File: config.mk
export PLATFORM = sky130hd
export DESIGN_NAME = sal_cell
export DESIGN_NICKNAME = d
export VERILOG_FILES = /design/src/rtl/sal_pkg.sv /design/src/rtl/sal_cell.sv
export SDC_FILE = /design/constraint.sdc
export NUM_CORES = 1
export LEC_CHECK = 0
export ABC_AREA = 1
export BUFFER_PORTS_ARGS = -buffer_cell sky130_fd_sc_hd__buf_2
export CORE_MARGIN = 2
export CORE_UTILIZATION = 40
export DETAILED_ROUTE_END_ITERATION = 8
export GPL_TIMING_DRIVEN = 0
export PLACE_DENSITY_LB_ADDON = 0.2
export SKIP_CTS_REPAIR_TIMING = 1
export SLEW_MARGIN = 15
export SYNTH_ARGS = -nofsm -noshare
export SYNTH_HDL_FRONTEND = slang
export SYNTH_SLANG_ARGS = --single-unit
File: constraint.sdc
create_clock -name i_clk -period 5.5 [get_ports i_clk]
set_input_delay 0.825 -clock i_clk [delete_from_list [all_inputs] [get_ports i_clk]]
set_output_delay 0.825 -clock i_clk [all_outputs]
set_load 0.02 [all_outputs]
File: src/rtl/sal_pkg.sv
`default_nettype none
// ----------------------------------------------------------------------------
// sal_pkg: shared types and codes of the shift array list
// Word type, request action codes, result status codes and the cell control
// group that the list controller hands to every storage cell.
// ----------------------------------------------------------------------------
package sal_pkg;

    typedef logic signed [31:0] t_word;
    typedef logic [2:0]         t_action;
    typedef logic [1:0]         t_status;
    typedef logic [6:0]         t_count;
    typedef logic [5:0]         t_index;

    localparam t_action ACT_PUSH_END  = 3'd0;
    localparam t_action ACT_POP_END   = 3'd1;
    localparam t_action ACT_REM_FRONT = 3'd2;
    localparam t_action ACT_INS_FRONT = 3'd3;
    localparam t_action ACT_INS_AT    = 3'd4;
    localparam t_action ACT_REM_AT    = 3'd5;

    localparam t_status ST_OK     = 2'd0;
    localparam t_status ST_EMPTY  = 2'd1;
    localparam t_status ST_FULL   = 2'd2;
    localparam t_status ST_BADIDX = 2'd3;

    // Returned in place of a word when a removal finds the list empty.
    localparam t_word EMPTY_WORD = -32'sd9999;

    // Per-cycle command to the cell row.
    typedef struct packed {
        logic ins;  // open a hole at the position and store the new word
        logic rem;  // close the gap at the position
    } t_cell_ctl;

endpackage
`default_nettype wire

File: src/rtl/sal_cell.sv
`default_nettype none
// ----------------------------------------------------------------------------
// sal_cell: one storage cell of the list
// Holds one word and takes the word of a neighbour, the new word or its own
// on each insert or removal, according to its place against the position.
// ----------------------------------------------------------------------------
module sal_cell #(
    parameter int PW  = 6,
    parameter int IDX = 0
) (
    input  wire                      i_clk,
    input  wire sal_pkg::t_cell_ctl  i_ctl,
    input  wire [PW-1:0]             i_pos,
    input  wire sal_pkg::t_word      i_new,
    input  wire sal_pkg::t_word      i_below,
    input  wire sal_pkg::t_word      i_above,
    output sal_pkg::t_word           o_word
);
    import sal_pkg::*;

    localparam logic [PW-1:0] MY_POS = PW'(IDX);

    t_word r_word;
    t_word n_word;

    always_comb begin
        n_word = r_word;
        if (i_ctl.ins) begin
            if (MY_POS > i_pos) begin
                n_word = i_below;
            end else if (MY_POS == i_pos) begin
                n_word = i_new;
            end
        end else if (i_ctl.rem) begin
            if (MY_POS >= i_pos) begin
                n_word = i_above;
            end
        end
    end

    always_ff @(posedge i_clk) begin
        r_word <= n_word;
    end

    assign o_word = r_word;

endmodule
`default_nettype wire

==> impl_metrics.ini <==
[status]
outcome = finished, final reports clean

[route]
postRouteAntennaNets = 0
drcViolationCount = 0
totalWireLength_um = 3140
drt_first_pass_iters = 4
vias = 1272
via_per_inst = 4.18
wire_per_inst_um = 10.3
drtIter0Drc = 16

[synth]
yosysWarnings = 0
synth_area_leaders = edfxtp_1, nand2_1, nand2_2, clkbuf_8, buf_6
yosys.area.top_type = edfxtp_1
syn_inst = 144
async_reset_ff_frac = 0
yosysSeqAreaShare = 0.645
syn_area_sq_um = 1490
syn_area_per_cell_sq_um = 10.3
synth_seq_cells = 32
synth.net_count = 249
synth_edf_count = 32
yosysMostFrequentCell = nand2_1
ys_types = 9
netlist.area_leader.share = 0.645
synthTopCellsByCount = nand2_1, edfxtp_1, nand2_2
yosys_most_used_dff = edfxtp_1

[setup_path]
cp_max_fo = 20
required_ns = 5.48
cp-start-kind = input port
critPathSlowestCell = nor2_4
critPathLaunch = i_pos[1]
timing.critical_path.buf_inv = 2
path_cells = buf_2, nor2_1, nand2_1, nor2_4, buf_16
cp_top_family = simple AND/OR/NAND/NOR gates
crit_arrival_ns = 1.72
critPathCaptureType = flip-flop
worst_path_largest_cell_delay_ns = 0.39
worstSetupPathType = in -> reg

[timing]
finalSetupViolations = 0
timing.final.crit_share = 0.316
rsz0062_at_grt = no
slew_headroom = 0.698
layout_min_cycle_time_ns = 1.74
hold_viol = 0
whs_ns = 0.809
worstMarginPinSlew_ns = 0.452
slew_viol_final = 0
max_freq_ghz = 0.575
fin_tns_setup_ns = 0

[die]
dieArea_sq_um = 4230
core_area_sq_um = 3630
die_x_um = 65.0
start_util = 0.410
num_io_pins = 137
rows = 22
die_height_um = 65.0

[power_and_ir_drop]
sw_frac_of_total = 0.215
p_per_area_nw_per_um2 = 231
power_uw = 504
clockPowerShare = 0.325
combPwrFrac = 0.133
p_int_uw = 396
ir_drop_uv = 138
p_sw_uw = 108
seqPwrFrac = 0.542
leakage_nw = 1.09

[layout]
diodes = 0
drive_gt1_frac = 0.512
final_core_util = 0.600
largest_reg_flops = 32
final_area_sq_um = 2180
nets = 360
area_growth_pct = 46.3

[global_routing]
grt_pass1_wl_um = 4690
grt_usage = 0.149
grt_overflow = 0
grt.met1_usage = 0.163
grt_start_max_net_pins = 21
grt_pass1_vias = 1082
antenna_found_initial = 0
grt_busiest_layer = met2
met3_usage = 0.0694
globalRouteMet2Util = 0.254

[clock_network]
cts.sinks = 32
clockBufferDepth = 2
cts_tree = done
cts_made_buffers = 5
cts.htree.levels = 2
root_buffer = clkbuf_8
path_clk_slew_ns = 0.07

[placed_design]
place_hpwl_um = 2440
port_buffers = 103
placed_area_sq_um = 2100
place.gp.congestion = 0.685

[min_path]
hold_class = in -> reg
hold_path_startpoint = i_above[31]

[job]
cap_violations = 0
-- cell families after synthesis --
| logic type | Yosys count | synth area share |
|---|---|---|
| DFF | 32 | 0.645 |
| and+or+nand+nor | 103 | 0.281 |
| buffers and inverters | 9 | 0.0739 |
-- metal layers --
layer  wire [um]  share of wire
met1        1280           0.41
met5           0              0
met2        1510           0.48
met4          49          0.016
met3         294          0.094
-- area by class of cell --
| type | instances | area [sq um] |
|---|---|---|
| fillers | 332 | 1450 |
| flip-flops and latches | 32 | 961 |
| repair buffers | 104 | 543 |
| multi-input cells | 103 | 427 |
| plain buffers | 7 | 95.1 |
| clock buffers | 7 | 76.3 |
| well taps | 48 | 60.1 |
| inverters | 2 | 15.0 |
| clock inverters | 1 | 3.75 |
-- per-stage QoR --
step / worst slack, ns / instances
2_1_floorplan: 2.64 / 144
3_3_place_gp: 2.01 / 295
3_5_place_dp: 3.45 / 296
4_1_cts: 3.74 / 304
5_1_grt: 3.68 / 304
6_report: 3.76 / 304
-- path summary, 6_finish.rpt --
kind | end | slack [ns] | cells past startpoint
hold / removal | o_word[31]$_DFFE_PP_ | 0.81 | 3
setup / recovery | o_word[11]$_DFFE_PP_ | 3.76 | 5
-- power groups by stage --
stage	Clock (mW)	Sequential, mW	Combinational (mW)
finish	0.164	0.273	0.0669
global route	0.180	0.273	0.0755
CTS	0.168	0.273	0.0681
detailed placement	0	0.278	0.0679
global placement	0	0.278	0.0656
floorplan	0	0.282	0.0316
-- cells in the final DEF, fill, tap and decap left out, drive strengths merged --
| cell | netlist | final |
|---|---|---|
| inv | 2 | 2 |
| clkinv | 0 | 1 |
| clkbuf | 3 | 10 |
| nand2 | 99 | 99 |
| buf | 4 | 108 |
| nor2 | 4 | 4 |
| edfxtp | 32 | 32 |
(Power assumes the default switching activity.)
